==> src/sv/iafp_pkg.sv <==
// shared types and constants for the imu angle frame parser
package iafp_pkg;

  // frame layout
  localparam int unsigned FRAME_BYTES = 11;
  localparam logic [7:0]  HDR_FIRST   = 8'h55;
  localparam logic [7:0]  HDR_SECOND  = 8'h53;
  localparam logic [3:0]  YAW_LO_IDX  = 4'd6;
  localparam logic [3:0]  YAW_HI_IDX  = 4'd7;
  localparam logic [3:0]  LAST_IDX    = 4'(FRAME_BYTES - 1);

  // raw * 180 / 128 reduces to raw * 45 / 32
  localparam int unsigned YAW_MUL     = 45;
  localparam int unsigned YAW_SHIFT   = 5;
  localparam int unsigned PROD_W      = 22;

  // field widths
  localparam int unsigned BYTE_W      = 8;
  localparam int unsigned RAW_W       = 16;
  localparam int unsigned DEG_W       = 17;

  // parser phase
  typedef enum logic [1:0] {
    PH_HUNT = 2'd0,
    PH_HDR1 = 2'd1,
    PH_BODY = 2'd2
  } phase_t;

  // registered byte handed from the input stage to the parser
  typedef struct packed {
    logic              valid;
    logic [BYTE_W-1:0] data;
  } byte_beat_t;

endpackage

==> src/sv/iafp_in_if.sv <==
// byte input channel
interface iafp_in_if;
  logic                           valid;
  logic                           ready;
  logic [iafp_pkg::BYTE_W-1:0]    rx_byte;

  modport source (output valid, output rx_byte, input ready);
  modport sink   (input valid, input rx_byte, output ready);
endinterface

==> src/sv/iafp_out_if.sv <==
// frame result channel
interface iafp_out_if;
  logic                           valid;
  logic                           ready;
  logic                           frame_ok;
  logic [iafp_pkg::RAW_W-1:0]     yaw_raw;
  logic [iafp_pkg::DEG_W-1:0]     yaw_deg_q8;

  modport source (output valid, output frame_ok, output yaw_raw, output yaw_deg_q8,
                  input ready);
  modport sink   (input valid, input frame_ok, input yaw_raw, input yaw_deg_q8,
                  output ready);
endinterface

==> src/sv/iafp_in_stage.sv <==
// input register for received bytes
module iafp_in_stage (
  input  logic                 clk,
  input  logic                 rst_n,
  iafp_in_if.sink              in_ch,
  input  logic                 take,
  output iafp_pkg::byte_beat_t beat
);

  logic                        valid_r;
  logic [iafp_pkg::BYTE_W-1:0] data_r;

  // room whenever empty or drained this cycle
  assign in_ch.ready = !valid_r || take;

  // occupancy
  always_ff @(posedge clk) begin
    if (!rst_n) begin
      valid_r <= 1'b0;
    end else if (in_ch.valid && in_ch.ready) begin
      valid_r <= 1'b1;
    end else if (take) begin
      valid_r <= 1'b0;
    end
  end

  // byte capture
  always_ff @(posedge clk) begin
    if (in_ch.valid && in_ch.ready) begin
      data_r <= in_ch.rx_byte;
    end
  end

  assign beat.valid = valid_r;
  assign beat.data  = data_r;

endmodule

==> src/sv/iafp_parser.sv <==
// frame tracking, checksum, yaw scaling and result register
module iafp_parser (
  input  logic                 clk,
  input  logic                 rst_n,
  input  iafp_pkg::byte_beat_t beat,
  output logic                 take,
  iafp_out_if.source           out_ch
);

  iafp_pkg::phase_t            phase_r, phase_nxt;
  logic [3:0]                  count_r, count_nxt;
  logic [7:0]                  sum_r, sum_nxt;
  logic [7:0]                  yaw_lo_r, yaw_lo_nxt;
  logic [7:0]                  yaw_hi_r, yaw_hi_nxt;

  logic                        out_valid_r;
  logic                        ok_r;
  logic [iafp_pkg::RAW_W-1:0]  raw_r;
  logic [iafp_pkg::DEG_W-1:0]  deg_r;

  logic                        emit;
  logic                        ok;
  logic [iafp_pkg::RAW_W-1:0]  raw;
  logic [iafp_pkg::PROD_W-1:0] prod;
  logic [iafp_pkg::DEG_W-1:0]  deg;

  // advance when a byte waits and the result slot is free or draining
  assign take = beat.valid && (!out_valid_r || out_ch.ready);

  // next state
  always_comb begin
    phase_nxt  = phase_r;
    count_nxt  = count_r;
    sum_nxt    = sum_r;
    yaw_lo_nxt = yaw_lo_r;
    yaw_hi_nxt = yaw_hi_r;
    if (take) begin
      case (phase_r)
        iafp_pkg::PH_HUNT: begin
          if (beat.data == iafp_pkg::HDR_FIRST) begin
            phase_nxt = iafp_pkg::PH_HDR1;
            count_nxt = 4'd1;
            sum_nxt   = beat.data;
          end
        end
        iafp_pkg::PH_HDR1: begin
          if (beat.data == iafp_pkg::HDR_SECOND) begin
            phase_nxt = iafp_pkg::PH_BODY;
            count_nxt = 4'd2;
            sum_nxt   = sum_r + beat.data;
          end else begin
            phase_nxt = iafp_pkg::PH_HUNT;
            count_nxt = 4'd0;
            sum_nxt   = 8'd0;
          end
        end
        iafp_pkg::PH_BODY: begin
          if (count_r >= iafp_pkg::LAST_IDX) begin
            phase_nxt = iafp_pkg::PH_HUNT;
            count_nxt = 4'd0;
            sum_nxt   = 8'd0;
          end else begin
            if (count_r == iafp_pkg::YAW_LO_IDX) begin
              yaw_lo_nxt = beat.data;
            end else if (count_r == iafp_pkg::YAW_HI_IDX) begin
              yaw_hi_nxt = beat.data;
            end
            sum_nxt   = sum_r + beat.data;
            count_nxt = count_r + 4'd1;
          end
        end
        default: begin
          phase_nxt = iafp_pkg::PH_HUNT;
          count_nxt = 4'd0;
          sum_nxt   = 8'd0;
        end
      endcase
    end
  end

  // result of the checksum byte
  always_comb begin
    emit = take && (phase_r == iafp_pkg::PH_BODY) && (count_r >= iafp_pkg::LAST_IDX);
    ok   = (sum_r == beat.data);
    raw  = {yaw_hi_r, yaw_lo_r};
    prod = iafp_pkg::PROD_W'(raw) * iafp_pkg::PROD_W'(iafp_pkg::YAW_MUL);
    deg  = prod[iafp_pkg::YAW_SHIFT +: iafp_pkg::DEG_W];
  end

  // parser state
  always_ff @(posedge clk) begin
    if (!rst_n) begin
      phase_r  <= iafp_pkg::PH_HUNT;
      count_r  <= 4'd0;
      sum_r    <= 8'd0;
      yaw_lo_r <= 8'd0;
      yaw_hi_r <= 8'd0;
    end else begin
      phase_r  <= phase_nxt;
      count_r  <= count_nxt;
      sum_r    <= sum_nxt;
      yaw_lo_r <= yaw_lo_nxt;
      yaw_hi_r <= yaw_hi_nxt;
    end
  end

  // result slot occupancy
  always_ff @(posedge clk) begin
    if (!rst_n) begin
      out_valid_r <= 1'b0;
    end else if (emit) begin
      out_valid_r <= 1'b1;
    end else if (out_ch.ready) begin
      out_valid_r <= 1'b0;
    end
  end

  // result payload, yaw zeroed on a bad checksum
  always_ff @(posedge clk) begin
    if (emit) begin
      ok_r  <= ok;
      raw_r <= ok ? raw : '0;
      deg_r <= ok ? deg : '0;
    end
  end

  assign out_ch.valid      = out_valid_r;
  assign out_ch.frame_ok   = ok_r;
  assign out_ch.yaw_raw    = raw_r;
  assign out_ch.yaw_deg_q8 = deg_r;

endmodule

==> src/sv/imu_angle_frame_parser.sv <==
// top level of the imu angle frame parser
//
// in_ch carries one received serial byte per beat. The parser hunts for the
// header 0x55 0x53, collects the rest of an 11-byte angle frame with an 8-bit
// running sum of bytes 0..9, and on the checksum byte puts one beat on out_ch:
// frame_ok, the raw yaw word from bytes 6 and 7, and yaw in degrees as
// unsigned Q8 (raw * 180 / 128, truncated). A bad checksum still gives a beat,
// with frame_ok low and both yaw fields zero; other bytes give no beat.
// Throughput is one byte per cycle while out_ch is not stalled: an input register
// feeds the parser, whose state update and 16x6 yaw multiply are combinational
// ahead of the result register, which is loaded when the checksum byte is taken.
// When out_ch stalls with a result pending, the parser holds and the input
// register absorbs one more byte before in_ch.ready drops.
// Synchronous reset (rst_n low) empties both registers and returns the
// parser to hunting with sum and yaw bytes cleared.
module imu_angle_frame_parser (
  input  logic       clk,
  input  logic       rst_n,
  iafp_in_if.sink    in_ch,
  iafp_out_if.source out_ch
);

  iafp_pkg::byte_beat_t beat;
  logic                 take;

  // input register
  iafp_in_stage u_in_stage (
    .clk   (clk),
    .rst_n (rst_n),
    .in_ch (in_ch),
    .take  (take),
    .beat  (beat)
  );

  // parser and result register
  iafp_parser u_parser (
    .clk    (clk),
    .rst_n  (rst_n),
    .beat   (beat),
    .take   (take),
    .out_ch (out_ch)
  );

  // a failed frame never reports yaw
  a_bad_frame_zero: assert property (@(posedge clk) disable iff (!rst_n)
    out_ch.valid && !out_ch.frame_ok |-> out_ch.yaw_raw == '0 && out_ch.yaw_deg_q8 == '0)
    else $error("bad frame carries yaw");

  // parser must hold while a result is stalled
  a_hold_on_stall: assert property (@(posedge clk) disable iff (!rst_n)
    out_ch.valid && !out_ch.ready |-> !take)
    else $error("parser advanced into a stalled result");

  // backpressure only with a byte waiting in the input register
  a_ready_low_full: assert property (@(posedge clk) disable iff (!rst_n)
    !in_ch.ready |-> beat.valid)
    else $error("input ready low with empty register");

  // a stalled byte is kept for the parser
  a_byte_kept: assert property (@(posedge clk) disable iff (!rst_n)
    beat.valid && !take |=> beat.valid && $stable(beat.data))
    else $error("pending byte lost");

endmodule

==> src/flat_wrapper.sv <==
// flat-port wrapper written by rule: the top's interface ports become plain ports
module imu_angle_frame_parser_flat 
  (clk, rst_n, in_ch_valid, in_ch_rx_byte, in_ch_ready, out_ch_valid, out_ch_frame_ok, out_ch_yaw_raw, out_ch_yaw_deg_q8, out_ch_ready);
  iafp_in_if in_ch_i ();
  iafp_out_if out_ch_i ();
  input  logic clk;
  input  logic rst_n;
  input wire logic [$bits(in_ch_i.valid)-1:0] in_ch_valid;
  input wire logic [$bits(in_ch_i.rx_byte)-1:0] in_ch_rx_byte;
  output wire logic [$bits(in_ch_i.ready)-1:0] in_ch_ready;
  output wire logic [$bits(out_ch_i.valid)-1:0] out_ch_valid;
  output wire logic [$bits(out_ch_i.frame_ok)-1:0] out_ch_frame_ok;
  output wire logic [$bits(out_ch_i.yaw_raw)-1:0] out_ch_yaw_raw;
  output wire logic [$bits(out_ch_i.yaw_deg_q8)-1:0] out_ch_yaw_deg_q8;
  input wire logic [$bits(out_ch_i.ready)-1:0] out_ch_ready;
  assign in_ch_i.valid = in_ch_valid;
  assign in_ch_i.rx_byte = in_ch_rx_byte;
  assign in_ch_ready = in_ch_i.ready;
  assign out_ch_valid = out_ch_i.valid;
  assign out_ch_frame_ok = out_ch_i.frame_ok;
  assign out_ch_yaw_raw = out_ch_i.yaw_raw;
  assign out_ch_yaw_deg_q8 = out_ch_i.yaw_deg_q8;
  assign out_ch_i.ready = out_ch_ready;
  imu_angle_frame_parser u_core (.clk(clk), .rst_n(rst_n), .in_ch(in_ch_i), .out_ch(out_ch_i));
endmodule
==> config.mk <==
export PLATFORM = sky130hd
export DESIGN_NAME = imu_angle_frame_parser_flat
export DESIGN_NICKNAME = d
export VERILOG_FILES = /design/src/sv/iafp_pkg.sv /design/src/sv/iafp_in_if.sv /design/src/sv/iafp_out_if.sv /design/src/sv/iafp_in_stage.sv /design/src/sv/iafp_parser.sv /design/src/sv/imu_angle_frame_parser.sv /design/src/flat_wrapper.sv
export SDC_FILE = /design/constraint.sdc
export NUM_CORES = 1
export LEC_CHECK = 0
export ABC_CLOCK_PERIOD_IN_PS = 4500
export BUFFER_PORTS_ARGS = -buffer_cell sky130_fd_sc_hd__buf_2
export CAP_MARGIN = 20
export CORE_MARGIN = 8
export CORE_UTILIZATION = 60
export CTS_CLUSTER_SIZE = 28
export DETAILED_ROUTE_END_ITERATION = 6
export GPL_TIMING_DRIVEN = 1
export MAX_ROUTING_LAYER = met4
export PLACE_DENSITY_LB_ADDON = 0.25
export SYNTH_ARGS = -nofsm -noshare
export SYNTH_HDL_FRONTEND = slang
export SYNTH_SLANG_ARGS = --single-unit
==> constraint.sdc <==
create_clock -name clk -period 4.5 [get_ports clk]
set_input_delay 0.9 -clock clk [delete_from_list [all_inputs] [get_ports clk]]
set_output_delay 0.9 -clock clk [all_outputs]
set_load 0.05 [all_outputs]
# Yosys cells after proc, flatten, opt, wreduce, memory -nomap -nowiden
# Index checks and enable logic that the tools add are counted.
# op_classes
add_sub_neg	2
n_mul	1
div_mod_pow	0
order_cmp	1
n_eq_ne	9
n_shift	0
muxes	16
bitwise_logic	2
reduce_logical	15
# op_table
operator	count
8-bit 2-to-1 mux	3
8-bit one-hot mux with 3 select lines	1
16-bit by 6-bit multiplier with 22-bit output, second input constant	1
8-bit by 7-bit equality test with 1-bit output, second input constant	2
4-bit one-hot mux with 3 select lines	1
8-bit adder	1
4-bit by 3-bit equality test with 1-bit output, second input constant	2
8-bit equality test	1
2-bit 2-to-1 mux	4
4-bit 2-to-1 mux	2
2-bit one-hot mux with 3 select lines	1
5-bit AND reduction	1
4-bit by 1-bit adder with 4-bit output, second input constant	1
4-bit >= comparator, second input constant	1
1-bit logical AND	4
1-bit 2-to-1 mux	4
2-bit inequality test, second input constant	2
4-bit AND reduction	1
2-bit nonzero test	2
3-bit AND reduction	1
2-bit by 1-bit equality test with 1-bit output, second input constant	1
2-bit equality test, second input constant	1
1-bit logical NOT	2
2-bit logical NOT	1
other kinds (3)	5
# totals
reg_bits	74
latchBits	0
mem_bits_rw	0
romBits	0
memories	0

# Logic depth before layout (Yosys ltp)
# Gate-level depths: netlist of the first run.
# depth
ltp_word	6
ltp_mapped	13

# Hierarchy
# A second synthesis of the first run with hierarchy kept.
# hier_totals
hier_cells	493
hier_area_um2	4973.5
# by_module_without_submodules
module	n_inst	cells_each	area_each_um2	seq_area_each_um2
iafp_parser	1	479	4668.2	1641.6
iafp_in_stage	1	14	305.3	260.2

# Least setup slack after synthesis of the first run
# No wires, ideal clock.
# synth_timing
path_type	register to register
start	register u_core.u_parser.yaw_lo_r[4]
end	register u_core.u_parser.deg_r, in the netlist u_core.u_parser.out_ch.yaw_deg_q8[6], data pin
setup_ns	0.266
t_arrival_ns	3.143
required_ns	4.234
path_slack_ns	1.091
path_stages_with_launch	11
synth_period_minus_slack_ns	3.409
cell_sequence	dfxtp_1 > ha_1 > fa_1 > fa_1 > ha_1 > buf_2 > a2111o_1 > a31o_2 > a41oi_1 > xor2_1 > nor2_1
# synth_via
elab_chain_cells	1
# synth_rtl
item	line	source
start, declared	iafp_parser.sv:13	logic [7:0] yaw_lo_r, yaw_lo_nxt;
start signal, assigned	iafp_parser.sv:102	yaw_lo_r <= yaw_lo_nxt;
16-bit by 6-bit multiplier with 22-bit output	iafp_parser.sv:86	prod = iafp_pkg::PROD_W'(raw) * iafp_pkg::PROD_W'(iafp_pkg::YAW_MUL);
end signal, assigned	iafp_parser.sv:123	deg_r <= ok ? deg : '0;
end, declared	iafp_parser.sv:19	logic [iafp_pkg::DEG_W-1:0] deg_r;
# Every way passes these cells.
# A chain may end at the register's enable or synchronous reset.

# Worst setup path in the final report of the first run
# layout_timing
start	register u_core.u_parser.yaw_lo_r[3]
end	register u_core.u_parser.deg_r, in the netlist u_core.u_parser.out_ch.yaw_deg_q8[6], data pin
# The elaborated chain is that of the path after synthesis.

==> summary.txt, run 1 <==
Clock tree
  • Hold-fix buffers, CTS: 0
  • # clock sinks: 74
  • TritonCTS clock tree: built
  • H-tree Lvls: 3
  • Clk_lat worst skew: 350 ps
  • CTS max path bufs: 2
  • Clock slew at reported path FFs: 80 ps
  • CTS root buf: clkbuf_8
  • TritonCTS Buffers: 9
  • CTS resizes: 0
  • Postcts setup bufs: 0

STA
  • Max-slew headroom: 0.4686
  • Worst-Margin Slew: 794.2 ps
  • Final setup skew: 6.023 ps
  • RSZ-0062 raised after global routing: false
  • Final Setup Violations: 0
  • Fin Setup TNS: 0 ps
  • Final Cycle Share: 0.8051
  • Max Slew Vio Count: 0
  • Final hold vios: 0
  • Fmax: 276.0 MHz
  • Period minus WS final: 3623 ps

Drt
  • WL per Instance: 16.49 um
  • Drt total wl: 10.68 mm
  • Antenna Violating Nets Remaining: 0
  • Detailed Routing Iterations Pass 1: 4
  • DRC Markers: 0
  • Vias/cell: 5.664
  • Iter 0 DRT Violations: 130
  • Routed vias: 3670

Global route
  • Largest net degree at the start of global routing: 35
  • Number of global-route vias before repair: 3852
  • Antenna violations before repair: 0
  • GRT Util Overall: 0.2003
  • First-pass GRT wire length: 18.12 mm
  • Total gr overflow: 0

Run
  • Max-Cap Viols: 0

Logic synthesis
  • Top cells by area, synth: edfxtp_1 25%, ha_1 14%, dfxtp_1 13%
  • Synth cell types: 62
  • Adder-cell share of the synthesized area: 0.2152
  • Ys Warns: 0
  • Most instantiated cells after synthesis: 54 x ha_1, 52 x inv_1, 42 x edfxtp_1, 41 x nor2_1, 34 x a21oi_1
  • Syn avg cell area: 10.21 um^2
  • Synthesized instance count: 490
  • Synth area leader: edfxtp_1
  • Post-synthesis sequential area ratio: 0.3803
  • Async S/R FF share, synth: 0
  • Net Count, Synth: 576
  • Top-count cell post-synth: ha_1
  • Share of the synthesized area in the top cell type: 0.2522
  • Count of state elements after synthesis: 74
  • Post-synthesis xor/xnor area fraction: 0.03503
  • Post-synthesis mux area share: 0.03803
  • Post-synth EDFFs: 42
  • Post-synthesis compound-gate area fraction: 0.1434
  • Synth Cell Area: 5001 um^2
  • Largest family of logic cells by synthesized area: adder cells
  • Simple-Gate Fraction of Synth Area: 0.1399
  • Post-synth top flop: edfxtp_1

Setup path
  • R2R Path End: u_core.u_parser.out_ch.yaw_deg_q8[6]
  • Arr. time, crit path: 3710 ps
  • End of the critical path: u_core.u_parser.out_ch.yaw_deg_q8[6]
  • Critical path required time: 4590 ps
  • Crit path launch: u_core.u_parser.yaw_lo_r[3]
  • Register-to-register setup slack: 880 ps
  • Critical path class: flip-flop to flip-flop
  • Crit-path max FO: 7
  • R2R Path Start: u_core.u_parser.yaw_lo_r[3]
  • R2r worst-path depth: 9
  • Critical Path Source Type: flip-flop
  • Setup crit end kind: flip-flop

Floorplan
  • Num rows: 33
  • Chip Height: 107.3 um
  • Die W: 107.3 um
  • Core ar.: 8134 um^2
  • # IOs: 48
  • Die ar.: 11510 um^2
  • Starting Density: 0.6148

Power and ir drop
  • PnR Total Power: 1.353 mW
  • Max rail drop VDD: 223.3 uV
  • Static Leak: 2.759 nW
  • PwrDens: 243.1 nW/um^2

Hold path
  • Worst Hold Depth: 2
  • Hold Crit Class: flip-flop to flip-flop

Placement
  • DP Wirelength: 8.098 mm
  • Placed cells: 632
  • # port buffers: 47
  • GPL Wtd Cong: 0.9072

Cells and area
  • Layout cell share with drive strength beyond 1: 0.1363
  • Area grow syn2layout: 11.28%
  • Cell Count, Final, Fillers Out: 648
  • Final #Nets: 624
  • # diodes: 0

Run status
  • Status: finished clean
==> worst max-delay path, cell delays in order, from the launching register on <==
cell and delay, ps:
dfxtp_1 430, ha_1 300, fa_1 540, fa_1 430
ha_1 420, a2111o_1 480, a31o_2 250, a41oi_1 280
xor2_1 180, nor2_1 50
==> cell type report <==
class,instances,area (um^2)
clock inverter,4,55.05
multi-input combinational,352,2858
timing repair buffer,48,242.7
sequential,74,1902
clock buffer,12,177.7
inverter,53,198.9
tap,105,131.4
fill,650,2569
==> cells in the final DEF, fill, tap and decap left out, types with 3 or more instances in the layout <==
master / count
edfxtp_1: 42
fa_1: 20
a21oi_1: 34
nor2_1: 41
o211ai_1: 4
nand2_1: 22
nand2b_1: 5
buf_2: 47
inv_1: 52
a31oi_1: 3
nor3_1: 8
nand4_1: 5
a41oi_1: 3
a21o_1: 13
xor2_1: 12
and3_1: 3
mux2i_1: 19
a211oi_1: 8
nand3_1: 10
o21ai_0: 16
clkbuf_8: 9
xnor2_1: 8
ha_1: 54
dfxtp_1: 32
and2_1: 20
==> per-stage QoR <==
| step | hold slack [ps] | instance area (um^2) | setup slack (ps) | utilization |
|---|---|---|---|---|
| detailed placement | 458.4 | 5333 | 937.2 | 0.6556 |
| global placement | 447.9 | 5333 | 961.6 | 0.6556 |
| floorplan | 436.2 | 5001 | 1091 | - |
| CTS | 470.1 | 5565 | 889.9 | 0.6842 |
| global route | 482.1 | 5565 | 665.7 | 0.6842 |
| finish | 462.9 | 5565 | 877.2 | 0.6842 |
==> state kept, by name, indices dropped and copies added (netlist names) <==
name	count
u_core.u_parser.out_ch.frame_ok	1
u_core.u_parser.phase_r	2
u_core.u_parser.sum_r	8
u_core.u_in_stage.valid_r	1
u_core.u_in_stage.data_r	8
u_core.u_parser.count_r	4
u_core.u_parser.out_ch.yaw_deg_q8	17
u_core.u_parser.yaw_lo_r	8
u_core.u_parser.out_ch.yaw_raw	16
u_core.u_parser.out_ch.valid	1
u_core.u_parser.yaw_hi_r	8
==> how the worst min path moves through the flow <==
stage	startpoint	to	slack, ps
6_report	u_core.u_parser.sum_r[5]	u_core.u_parser.sum_r[5]	460
5_1_grt	u_core.u_parser.sum_r[5]	u_core.u_parser.sum_r[5]	480
4_1_cts	u_core.u_parser.sum_r[5]	u_core.u_parser.sum_r[5]	470
3_5_place_dp	u_core.u_parser.sum_r[5]	u_core.u_parser.sum_r[5]	460
3_3_place_gp	u_core.u_parser.sum_r[5]	u_core.u_parser.sum_r[5]	450
2_1_floorplan	u_core.u_parser.sum_r[5]	u_core.u_parser.sum_r[5]	440
==> routing by layer <==
metal  up-vias  global-route usage  share of wire
met1      1740              0.2273           0.43
li1       1844                   -              -
met3        14             0.03353          0.038
met2        72              0.3438           0.52
met4         0             0.08040          0.016
met5         -                   -              0
==> cell families (layout without fill, tap and decap cells) <==
family | Yosys count | after routing
buffers and inverters | 64 | 117
adders and majority gates | 74 | 74
AOI/OAI and AO/OA | 106 | 106
and+or+nand+nor | 133 | 133
muxes | 19 | 19
xor gates and xnor gates | 20 | 20
DFF | 74 | 74
==> where the power goes <==
| part | internal, mW | total, mW | switching (mW) |
|---|---|---|---|
| clock | 0.327 | 0.590 | 0.264 |
| combinational | 0.0148 | 0.0357 | 0.0209 |
| sequential | 0.715 | 0.727 | 0.0122 |
(Power assumes the default switching activity.)
==> inputs of run 2 (changes only) <==
--- a/config.mk
+++ b/config.mk
@@ -5,11 +5,12 @@
 export SDC_FILE = /design/constraint.sdc
 export NUM_CORES = 1
 export LEC_CHECK = 0
-export ABC_CLOCK_PERIOD_IN_PS = 4500
+export ABC_AREA = 1
+export ABC_CLOCK_PERIOD_IN_PS = 3000
 export BUFFER_PORTS_ARGS = -buffer_cell sky130_fd_sc_hd__buf_2
 export CAP_MARGIN = 20
 export CORE_MARGIN = 8
-export CORE_UTILIZATION = 60
+export CORE_UTILIZATION = 54
 export CTS_CLUSTER_SIZE = 28
 export DETAILED_ROUTE_END_ITERATION = 6
 export GPL_TIMING_DRIVEN = 1
==> constraint.sdc (replaced) <==
create_clock -name clk -period 3 [get_ports clk]
set_input_delay 0.6 -clock clk [delete_from_list [all_inputs] [get_ports clk]]
set_output_delay 0.6 -clock clk [all_outputs]
set_load 0.05 [all_outputs]
==> run 2 against run 1 <==
Sequential power increased by 49%. Global-route usage is 1.4 points higher. Clock power increased by 39%. Sequential cell count unchanged. Largest cell class unchanged. Sequential share of layout area decreased by 4.6 points. Hold slack worse by 69 ps. Clock skew increased by 7.8 ps. Combinational power is 48% higher. Fmax rose by 15%. The flow now finishes with violations (setup timing). Highest routed layer unchanged.
==> summary.txt, run 2 <==
Run status
  • Status: finished, violations left
  • Violated checks: setup timing

Drt
  • Drt total wl: 13.79 mm (+29%)
  • Routed vias: 4560 (+24%)
  • Antenna Violating Nets Remaining: 0 (unchanged)
  • DRC Markers: 0 (unchanged)
  • WL per Instance: 16.97 um (+2.9%)
  • Vias/cell: 5.609 (-0.97%)
  • Detailed Routing Iterations Pass 1: 6 (+2)
  • Iter 0 DRT Violations: 206 (+58%)

Logic synthesis
  • Top cells by area, synth: edfxtp_1 25%, ha_1 13%, dfxtp_1 13%
  • Net Count, Synth: 687 (+19%)
  • Synth cell types: 32 (-48%)
  • Post-synth top flop: edfxtp_1
  • Syn avg cell area: 8.338 um^2 (-18%)
  • Ys Warns: 0 (unchanged)
  • Async S/R FF share, synth: 0 (unchanged)
  • Most instantiated cells after synthesis: 109 x nand2_1, 100 x inv_1, 63 x a21oi_1, 58 x nor2_1, 54 x ha_1
  • Synthesized instance count: 601 (+23%)
  • Synth Cell Area: 5011 um^2 (+0.20%)
  • Count of state elements after synthesis: 74 (unchanged)
  • Post-synth EDFFs: 42 (unchanged)
  • Post-synthesis sequential area ratio: 0.3795 (-0.0007596)
  • Synth area leader: edfxtp_1
  • Top-count cell post-synth: nand2_1
  • Share of the synthesized area in the top cell type: 0.2517 (-0.0005037)

Setup path
  • WP depth: 16 (+7)
  • Crit-path max FO: 4 (-3)
  • Most common cell on crit path: nand2_1
  • Critical path required time: 3120 ps (-1470 ps)
  • Setup crit end kind: flip-flop
  • Worst path cell trace: ha_4 > xor2_1 > ha_1 > inv_1 > fa_1 > inv_1 > ha_4 > nand2_1 > clkinv_1 > nand3_1 > o21ai_2 > nand2_1 > nand2_1 > nand2_1 > clkinv_1 > nor2_1
  • R2R Path End: u_core.u_parser.out_ch.yaw_deg_q8[11]
  • Arr. time, crit path: 3280 ps (-430 ps)
  • R2R Path Start: u_core.u_parser.yaw_lo_r[5]
  • R2r worst-path depth: 16 (+7)
  • Critical Path Source Type: flip-flop
  • CP delay by family, top: adder cells
  • Slowest stage cell, crit path: fa_1
  • Critical path class: flip-flop to flip-flop
  • CP bufs+invs: 4 (+4)
  • Crit path largest cell delay: 510 ps (-30 ps)
  • Register-to-register setup slack: -160 ps (-1030 ps)

Power and ir drop
  • PnR Total Power: 1.948 mW (+44%)
  • PwrDens: 297.7 nW/um^2 (+22%)
  • Clk pwr share: 0.420 (-0.016)
  • NetSw: 0.4709 mW (+59%)
  • Cell Int Power: 1.477 mW (+40%)
  • Combinational Power Share: 0.027 (about the same)
  • Switch share: 0.2417 (+0.02251)
  • Seq pwr share: 0.553 (+0.016)
  • Max rail drop VDD: 244.1 uV (+9.3%)
  • Static Leak: 3.106 nW (+13%)

Cells and area
  • Area of the multi-input gates: 3267 um^2 (+14%)
  • # fillers: 622 (-4.3%)
  • Area grow syn2layout: 30.59%
  • Max FFs per register: 17 (unchanged)
  • Final #Nets: 783 (+25%)
  • Commonest non-fill, non-tap cells in the layout: 97 x nand2_1, 96 x inv_1, 47 x nor2_1, 47 x buf_2, 46 x a21oi_1
  • Most common cell after layout, fill and taps aside: nand2_1
  • # diodes: 0 (unchanged)
  • Layout cell share with drive strength beyond 1: 0.3077 (+0.1714)
  • FF/Latch Area: 1933 um^2 (+1.6%)

Clock tree
  • TritonCTS clock tree: built
  • # clock sinks: 74 (unchanged)
  • H-tree Lvls: 3 (unchanged)
  • CTS root buf: clkbuf_8
  • Hold-fix buffers, CTS: 0 (unchanged)
  • TritonCTS Buffers: 9 (unchanged)
  • Clk_lat worst skew: 370 ps (+20 ps)
  • CTS max path bufs: 2 (unchanged)
  • Clock slew at reported path FFs: 90 ps (about the same)

Hold path
  • Hold path start: in_ch_rx_byte[3]
  • Endpoint, Worst Hold: u_core.u_in_stage.data_r[3]
  • Worst Hold Depth: 1 (-1)
  • Hold Crit Class: input port to flip-flop

STA
  • Max Slew Vio Count: 0 (unchanged)
  • Fmax: 316.8 MHz (+15%)
  • RSZ-0062 raised after global routing: true
  • Final hold vios: 0 (unchanged)
  • Final setup skew: 13.83 ps (+7.809 ps)
  • Worst-Margin Slew: 591.0 ps (-203.2 ps)
  • Final Setup Violations: 11 (+11)
  • Hold_ws: 393.5 ps (-69.40 ps)
  • Final setup margin: -156.8 ps (-1034 ps)
  • Final Cycle Share: 1.052 (+0.2472)
  • Period minus WS final: 3157 ps (-466.0 ps)
  • Max-slew headroom: 0.6050 (+0.1364)
  • Fin Setup TNS: -972.2 ps (-972.2 ps)

Placement
  • GPL Wtd Cong: 0.9459 (+4.3%)
  • DP Worst Slack: -226.4 ps (-1164 ps)
  • DP Wirelength: 8.685 mm (+7.2%)
  • # port buffers: 47 (unchanged)

Run
  • Max-Cap Viols: 0 (unchanged)

Floorplan
  • Die W: 112.3 um (+4.7%)
  • # IOs: 48 (unchanged)
  • Die ar.: 12620 um^2 (+9.6%)
  • Starting Density: 0.5501 (-0.06469)
  • Core ar.: 9109 um^2 (+12%)
  • Num rows: 35 (+6.1%)
  • Chip Height: 112.3 um (+4.7%)

Global route
  • GRT Util Overall: 0.2144 (+0.01409)
  • Number of global-route vias before repair: 4589 (+19%)
  • Total gr overflow: 0 (unchanged)
  • Largest net degree at the start of global routing: 35 (unchanged)
  • First-pass GRT wire length: 21.33 mm (+18%)
  • Antenna violations before repair: 0 (unchanged)
run 2: cell type report:
cell class              instances  share of cell area
clock buffers                  10             0.01950
clock inverters                 6             0.01109
inverters                     107             0.06138
multi-input cells             411              0.4992
flip-flops and latches         74              0.2954
well taps                     111             0.02122
repair buffers                 94             0.09216
run 2: timing repair:
item                       in CTS  in global routing
setup endpoints to repair      12                 12
buffers inserted                2                  2
gates resized for setup        61                 63
pin swaps                      20                 28
run 2: power groups by stage:
stage                     clock network, mW  logic, mW  registers (mW)
after floorplan                           0     0.0379            1.10
after detailed placement                  0     0.0526            1.11
after CTS                             0.822     0.0528            1.08
after global placement                    0     0.0511            1.11
after global routing                  0.859     0.0600            1.08
final                                 0.819     0.0530            1.08
run 2: metrics by stage:
step	instance area (um^2)	cells	utilization
final	6544	813	0.7184
after global routing	6544	813	0.7184
after CTS	6284	811	0.6898
after detailed placement	5663	793	0.6217
after global placement	5663	793	0.6217
after floorplan	5015	601	-
run 2: per-layer routing:
layer,wire (um),global-route usage,vias to the layer above
li1,-,-,2169
met4,520,0.1169,0
met2,7092,0.3770,184
met5,0,-,-
met1,5373,0.2202,2160
met3,806,0.04563,47
run 2: logic make-up (layout without fill, tap and decap cells):
logic type / count (synthesis) / after routing / synth area share
AND/OR/NAND/NOR: 214 / 214 / 0.1770
buffers and inverters: 116 / 217 / 0.08989
flip-flops: 74 / 74 / 0.3795
adder cells (fa/ha/maj): 74 / 74 / 0.2147
XOR/XNOR: 11 / 11 / 0.01923
AO/OA/AOI/OAI: 112 / 112 / 0.1196
run 2: worst max path at each step:
| stage | from | to |
|---|---|---|
| 2_1_floorplan | u_core.u_parser.yaw_hi_r[3] | u_core.u_parser.out_ch.yaw_deg_q8[14] |
| 3_3_place_gp | u_core.u_parser.yaw_lo_r[4] | u_core.u_parser.out_ch.yaw_deg_q8[15] |
| 3_5_place_dp | u_core.u_parser.yaw_lo_r[4] | u_core.u_parser.out_ch.yaw_deg_q8[15] |
| 4_1_cts | u_core.u_parser.yaw_lo_r[3] | u_core.u_parser.out_ch.yaw_deg_q8[13] |
| 5_1_grt | u_core.u_parser.yaw_lo_r[5] | u_core.u_parser.out_ch.yaw_deg_q8[11] |
| 6_report | u_core.u_parser.yaw_lo_r[5] | u_core.u_parser.out_ch.yaw_deg_q8[11] |
